--- src/design/kmd_pkg.sv ---
// Shared constants and types for the key matrix debouncer.
// Used by the top level, the row update logic and the port checker.
// No dependencies.
`default_nettype none

package kmd_pkg;

    localparam int DEFAULT_ROWS = 4;
    localparam int DEFAULT_COLS = 6;

    localparam int ROW_W   = 2;   // row_index / row_number width
    localparam int LEVEL_W = 6;   // column_levels / debounced_row width
    localparam int TIME_W  = 32;  // millisecond time width
    localparam int DELAY_W = 8;   // debounce delay register width

    localparam logic [DELAY_W-1:0] RESET_HOLD_MS = 8'd5;

    // Status of one row update handed back to the pipeline.
    typedef struct packed {
        logic [LEVEL_W-1:0] keys;
        logic               changed;
    } kmd_row_status_t;

endpackage

`default_nettype wire

--- src/design/kmd_row_update.sv ---
// Per-key debounce update for one row of the key matrix.
// Takes the stored row entry and a new sample, returns the updated entry.
// Depends on kmd_pkg.
`default_nettype none

module kmd_row_update #(
    parameter int COLS = kmd_pkg::DEFAULT_COLS
) (
    input  wire logic [COLS-1:0]                   old_raw,
    input  wire logic [COLS-1:0]                   old_deb,
    input  wire logic [COLS*kmd_pkg::TIME_W-1:0]   old_time,
    input  wire logic [kmd_pkg::LEVEL_W-1:0]       column_levels,
    input  wire logic [kmd_pkg::TIME_W-1:0]        now_ms,
    input  wire logic [kmd_pkg::DELAY_W-1:0]       delay_ms,
    output logic      [COLS-1:0]                   new_raw,
    output logic      [COLS-1:0]                   new_deb,
    output logic      [COLS*kmd_pkg::TIME_W-1:0]   new_time,
    output kmd_pkg::kmd_row_status_t               status
);
    import kmd_pkg::*;

    logic [COLS+LEVEL_W-1:0] levels_ext;
    logic [COLS-1:0]         pressed;
    logic [COLS+LEVEL_W-1:0] keys_ext;

    // Columns beyond the sample width read as released (high).
    assign levels_ext = {{COLS{1'b1}}, column_levels};
    assign pressed    = ~levels_ext[COLS-1:0];

    always_comb
    begin
        logic [TIME_W-1:0] t_key;
        logic [TIME_W-1:0] held_ms;
        new_raw  = pressed;
        new_deb  = old_deb;
        new_time = old_time;
        for (int c = 0; c < COLS; c++)
        begin
            t_key = (pressed[c] != old_raw[c]) ? now_ms : old_time[c*TIME_W +: TIME_W];
            new_time[c*TIME_W +: TIME_W] = t_key;
            held_ms = now_ms - t_key;
            if (held_ms >= {{(TIME_W-DELAY_W){1'b0}}, delay_ms})
            begin
                new_deb[c] = pressed[c];
            end
        end
    end

    assign keys_ext       = {{LEVEL_W{1'b0}}, new_deb};
    assign status.keys    = keys_ext[LEVEL_W-1:0];
    assign status.changed = |(new_deb ^ old_deb);

endmodule

`default_nettype wire

--- src/design/key_matrix_debouncer.sv ---
// Key matrix debouncer top level: row state memory, two-stage pipeline and
// result register. Depends on kmd_pkg and kmd_row_update.
//
// Usage: each transfer on the sample channel (sample_valid / sample_stall)
// carries one scanned row: row_index, active-low column_levels and now_ms.
// Each sample yields exactly one transfer on the result channel
// (result_valid / result_stall) with the row's debounced keys, a row-changed
// flag and a scan-changed flag that restarts whenever row zero is reported.
// The user must write the debounce delay through hold_delay_we only while
// idle; the block does not enforce it. A sample goes through the first-stage
// registers, then the result register. Throughput: one sample per cycle
// unless the result is stalled, set by the read-modify-write of the row
// memory; a write-to-read bypass covers back-to-back samples of the same row.
// Reset: the delay returns to 5 ms, the scan flag clears and a per-row valid
// bit marks every row as all released; there is no clearing pass, so samples
// are taken from the first cycle after reset.
// Stall: a stalled result holds; one further sample is still taken into the
// pipeline, after which sample_stall rises until the result is taken.
`default_nettype none

module key_matrix_debouncer #(
    parameter int ROWS = kmd_pkg::DEFAULT_ROWS,
    parameter int COLS = kmd_pkg::DEFAULT_COLS
) (
    input  wire logic                           clk,
    input  wire logic                           rst_n,
    input  wire logic                           hold_delay_we,
    input  wire logic [kmd_pkg::DELAY_W-1:0]    hold_delay_ms,
    input  wire logic                           sample_valid,
    output logic                                sample_stall,
    input  wire logic [kmd_pkg::ROW_W-1:0]      row_index,
    input  wire logic [kmd_pkg::LEVEL_W-1:0]    column_levels,
    input  wire logic [kmd_pkg::TIME_W-1:0]     now_ms,
    output logic                                result_valid,
    input  wire logic                           result_stall,
    output logic      [kmd_pkg::ROW_W-1:0]      row_number,
    output logic      [kmd_pkg::LEVEL_W-1:0]    debounced_row,
    output logic                                row_changed,
    output logic                                scan_changed
);
    import kmd_pkg::*;

    localparam int AW     = (ROWS > 1) ? $clog2(ROWS) : 1;
    localparam int TIMES  = COLS * TIME_W;
    localparam int EW     = 2 * COLS + TIMES;

    // Entry layout: {change times, debounced keys, raw levels}.
    logic [EW-1:0] row_mem [ROWS];

    logic [DELAY_W-1:0] delay_reg;
    logic [ROWS-1:0]    row_valid_reg;
    logic               scan_acc_reg;

    logic               s1_valid_reg;
    logic [ROW_W-1:0]   s1_row_reg;
    logic               s1_in_range_reg;
    logic [AW-1:0]      s1_addr_reg;
    logic [LEVEL_W-1:0] s1_levels_reg;
    logic [TIME_W-1:0]  s1_now_reg;
    logic [EW-1:0]      rd_data_reg;
    logic               rd_known_reg;

    logic               result_valid_reg;
    logic [ROW_W-1:0]   row_number_reg;
    logic [LEVEL_W-1:0] debounced_row_reg;
    logic               row_changed_reg;
    logic               scan_changed_reg;

    logic               accept;
    logic               advance;
    logic               in_range;
    logic [AW-1:0]      rd_addr;
    logic               wr_en;
    logic               wr_hit;
    logic [EW-1:0]      cur_entry;
    logic [EW-1:0]      wr_data;
    logic [COLS-1:0]    new_raw;
    logic [COLS-1:0]    new_deb;
    logic [TIMES-1:0]   new_time;
    kmd_row_status_t    status;
    logic               scan_acc_next;

    assign advance      = s1_valid_reg && (!result_valid_reg || !result_stall);
    assign sample_stall = s1_valid_reg && !advance;
    assign accept       = sample_valid && !sample_stall;

    assign in_range = ({{(32-ROW_W){1'b0}}, row_index} < 32'(ROWS));
    assign rd_addr  = in_range ? AW'(row_index) : '0;

    // A row that was never written holds the reset state: all zero.
    assign cur_entry = rd_known_reg ? rd_data_reg : '0;

    kmd_row_update #(
        .COLS(COLS)
    ) u_row_update (
        .old_raw       (cur_entry[COLS-1:0]),
        .old_deb       (cur_entry[2*COLS-1:COLS]),
        .old_time      (cur_entry[EW-1:2*COLS]),
        .column_levels (s1_levels_reg),
        .now_ms        (s1_now_reg),
        .delay_ms      (delay_reg),
        .new_raw       (new_raw),
        .new_deb       (new_deb),
        .new_time      (new_time),
        .status        (status)
    );

    assign wr_data = {new_time, new_deb, new_raw};
    assign wr_en   = advance && s1_in_range_reg;
    assign wr_hit  = wr_en && (s1_addr_reg == rd_addr);

    always_comb
    begin
        if (!s1_in_range_reg)
        begin
            scan_acc_next = scan_acc_reg;
        end
        else if (s1_row_reg == '0)
        begin
            scan_acc_next = status.changed;
        end
        else
        begin
            scan_acc_next = scan_acc_reg | status.changed;
        end
    end

    // Row memory: one write and one registered read per cycle. A read of the
    // row being written in the same cycle takes the new entry.
    always_ff @(posedge clk)
    begin
        if (wr_en)
        begin
            row_mem[s1_addr_reg] <= wr_data;
        end
        if (accept)
        begin
            rd_data_reg <= wr_hit ? wr_data : row_mem[rd_addr];
        end
    end

    // Pipeline payload.
    always_ff @(posedge clk)
    begin
        if (accept)
        begin
            s1_row_reg      <= row_index;
            s1_in_range_reg <= in_range;
            s1_addr_reg     <= rd_addr;
            s1_levels_reg   <= column_levels;
            s1_now_reg      <= now_ms;
        end
        if (advance)
        begin
            row_number_reg    <= s1_row_reg;
            debounced_row_reg <= s1_in_range_reg ? status.keys : '0;
            row_changed_reg   <= s1_in_range_reg && status.changed;
            scan_changed_reg  <= scan_acc_next;
        end
    end

    always_ff @(posedge clk or negedge rst_n)
    begin
        if (!rst_n)
        begin
            delay_reg        <= RESET_HOLD_MS;
            row_valid_reg    <= '0;
            scan_acc_reg     <= 1'b0;
            s1_valid_reg     <= 1'b0;
            rd_known_reg     <= 1'b0;
            result_valid_reg <= 1'b0;
        end
        else
        begin
            if (hold_delay_we)
            begin
                delay_reg <= hold_delay_ms;
            end
            if (wr_en)
            begin
                row_valid_reg[s1_addr_reg] <= 1'b1;
            end
            if (accept)
            begin
                rd_known_reg <= row_valid_reg[rd_addr] || wr_hit;
            end
            if (advance)
            begin
                scan_acc_reg <= scan_acc_next;
            end
            if (accept)
            begin
                s1_valid_reg <= 1'b1;
            end
            else if (advance)
            begin
                s1_valid_reg <= 1'b0;
            end
            if (advance)
            begin
                result_valid_reg <= 1'b1;
            end
            else if (!result_stall)
            begin
                result_valid_reg <= 1'b0;
            end
        end
    end

    assign result_valid  = result_valid_reg;
    assign row_number    = row_number_reg;
    assign debounced_row = debounced_row_reg;
    assign row_changed   = row_changed_reg;
    assign scan_changed  = scan_changed_reg;

endmodule

`default_nettype wire

--- config.mk ---
export PLATFORM = sky130hd
export DESIGN_NAME = key_matrix_debouncer
export DESIGN_NICKNAME = d
export VERILOG_FILES = /design/src/design/kmd_pkg.sv /design/src/design/kmd_row_update.sv /design/src/design/key_matrix_debouncer.sv
export SDC_FILE = /design/constraint.sdc
export NUM_CORES = 2
export LEC_CHECK = 0
export BUFFER_PORTS_ARGS = -buffer_cell sky130_fd_sc_hd__buf_2
export CORE_ASPECT_RATIO = 0.9
export CORE_MARGIN = 3
export CORE_UTILIZATION = 58
export DETAILED_ROUTE_END_ITERATION = 16
export PLACE_DENSITY = 0.77
export SYNTH_ARGS = -nofsm -noshare
export SYNTH_HDL_FRONTEND = slang
export SYNTH_SLANG_ARGS = --single-unit
--- constraint.sdc ---
create_clock -name clk -period 18.05 [get_ports clk]
set_clock_uncertainty 0.05 [all_clocks]
set_input_delay 0 -clock clk [delete_from_list [all_inputs] [get_ports clk]]
set_output_delay 0 -clock clk [all_outputs]
set_load 0.02 [all_outputs]
==> flow_summary.yaml <==
logic_synthesis:
  synth-edff-count: 1070
  synthTopCellsByCount: "1070 x edfxtp_1, 525 x nand2_1, 376 x o21ai_0, 373 x a21oi_1, 245 x inv_1"
  synthFlopType: "edfxtp_1"
  synth_nets: 5215
  ys_ff_latch: 1086
  synthCells: 4966
  yosys-top-cells-area: "edfxtp_1 54%, mux4_2 7.8%, ha_1 4.1%"
  synth.most_common_cell: "edfxtp_1"
  synth_top_area_share_pct: 54.14
  syn_area_mm2: 0.05935
  async_flop_share_pct: 1.473
  post-synth-top-area-cell: "edfxtp_1"
  ys.warnings.count: 0
  yosysSeqAreaShare_pct: 54.82
  post_synth.cell_area_avg_um2: 11.95
  ys_types: 119
clocking:
  ctsResizeCount: 0
  root_buffer: "clkbuf_16"
  cts_setup_buffers: 0
  cts_tree: "built"
  insertion_delay_ns: 0.72
  clockBufferDepth: 3
  h-tree-depth: 3
  cts_sinks: 1086
  holdBufCountCts: 115
  clkTransAtPathRegs_ns: 0.07
  cts_buffers: 106
finish:
  largest_reg_flops: 816
  design_area_mm2: 0.06543
  drive_gt1_share_pct: 12.79
  final_nets: 5281
  area.growth.synth_to_final_pct: 10.25
  final_core_util_pct: 64.94
global_routing:
  grt_pass1_vias: 44010
  antenna_found_initial: 7
  grt_max_degree: 229
  grt_pass1_wl_mm: 260.6
  grt.overflow.total: 0
  grtUsageTotal_pct: 32.13
routing:
  firstDrtPassIters: 6
  drc: 0
  vias: 43820
  postRouteAntennaNets: 0
  drt_iter0_drc: 5550
  detail_route.wl_per_cell_um: 26.46
  drt-total-wl_mm: 171.0
  avgViaCountPerCell: 6.778
setup_path:
  worst_ep_required_time_ns: 18.44
  end_kind: "flop"
  crit_type: "flop to flop"
  cp-start-kind: "flop"
  critPathMaxFanout: 74
  cp.arrival_ns: 8.29
sta:
  slew_viol_final: 0
  setup_viol: 0
  rsz0062_at_grt: "no"
  setup_tns_ns: 0
  timing.final.crit_share_pct: 43.73
  maxSlewHeadroom_pct: 1.290
  timing.final.crit_period_ns: 7.893
  max_freq_mhz: 126.7
  hold_viol_final: 0
  worstMarginPinSlew_ns: 1.481
floorplan:
  dieArea_mm2: 0.1062
  die_y_um: 309.5
  coreArea_mm2: 0.1007
  dieWidth_um: 343.2
  num_io_pins: 65
  start_util_pct: 58.91
  rows: 110
place:
  hpwlAfterDp_mm: 108.2
  finalWeightedCongestion: 0.9843
  dpl_cell_area_mm2: 0.06086
  port_buffers: 64
run:
  drv_cap: 0
power:
  power_density_mw_per_mm2: 109.9
  power_leakage_nw: 23.99
  vdd_drop_max_mv: 0.09631
status:
  status: "complete, no violations"
worst_hold_path:
  min_path_type: "primary input to flop"
==> kinds of logic (layout without fill, tap and decap cells) <==
| group | count (synthesis) | in the layout | synth area share, % |
|---|---|---|---|
| simple gates | 1376 | 1376 | 11.42 |
| compound gates | 1344 | 1344 | 14.60 |
| flops | 1086 | 1086 | 54.82 |
| buf+inv | 543 | 691 | 3.639 |
| mux | 305 | 305 | 9.614 |
| fa+ha+maj | 196 | 196 | 4.158 |
| xor+xnor | 116 | 116 | 1.750 |
| other cells | 0 | 7 | 0 |
==> worst max-delay path, stage by stage, from the launching register on <==
cell and delay (ns):
dfrtp_4 0.84, buf_4 0.86, a21boi_1 0.26, nor2_4 0.18, buf_4 0.51, nor2_1 0.11
a21oi_1 0.29, ha_1 0.36, a21o_1 0.23, a21oi_1 0.15, o21ai_0 0.16, a21oi_1 0.25
xnor2_1 0.11, ha_1 0.18, a21oi_1 0.11, o211ai_1 0.09, a2111oi_0 0.33, o2111a_1 0.25
nand4_1 0.11, nor4_1 0.24, nand4_1 0.15, nor4_1 0.67, o22ai_1 0.31, a2111oi_4 0.60
nand3_1 0.12
==> per-layer routing <==
layer  part of all wire [%]  wire, µm  vias to the layer above  global-route usage [%]
li1                       -         -                    19310                       -
met5                      0         0                        -                       0
met3                    8.2     14000                      548                   5.364
met1                     38     64210                    21700                   40.75
met4                    5.0      8625                        0                   14.92
met2                     49     84210                     2269                   54.49
==> path summary, 6_finish.rpt <==
| kind | cells after the start | slack, ns | endpoint | start |
|---|---|---|---|---|
| max | 24 | 10.16 | scan_changed | rd_known_reg |
| min | 3 | 0.14 | delay_reg[1] | hold_delay_we |
| max reg2reg | 24 | 10.16 | scan_changed | rd_known_reg |
| min reg2reg | 1 | 0.43 | row_valid_reg[2] | row_valid_reg[2] |
| max in group asynchronous | 3 | 16.86 | rd_known_reg | rst_n |
| min in group asynchronous | 3 | 0.47 | s1_valid_reg | rst_n |
==> cell type report <==
| type | count | area [µm²] |
|---|---|---|
| tap | 1344 | 1682 |
| fill | 7518 | 35320 |
| clock buffer | 130 | 2815 |
| inverter | 247 | 942.2 |
| antenna | 7 | 17.52 |
| timing repair buffer | 254 | 2130 |
| clock inverter | 60 | 588.1 |
| sequential | 1086 | 32540 |
| multi-input combinational | 3337 | 24720 |
==> cell usage in the layout (no fill, tap or decap), types with 115 or more instances in the layout <==
cell              n
a21oi_1         373
and3_1          121
dlygate4sd3_1   115
edfxtp_1       1070
ha_1            194
inv_1           243
mux4_2          205
nand2_1         525
nor2_1          215
o21ai_0         376
==> power breakdown <==
group	switching, W	leakage (nW)	internal (W)
combinational	0.00124	12.2	0.000692
sequential	0.0000583	10.1	0.00301
clock	0.000973	1.64	0.00122
==> through the flow <==
step	worst slack (ns)	hold WS, ns	cells	power, W
finish	10.16	0.1374	6465	0.007190
global route	9.542	0.1774	6461	0.007489
CTS	10.34	0.07599	6458	0.007164
detailed placement	10.37	-0.09710	6153	0.004978
global placement	10.61	-0.09949	6153	0.004954
floorplan	1.171	-0.3456	4966	0.004464
Note: power is estimated with default switching activity, not from simulation.
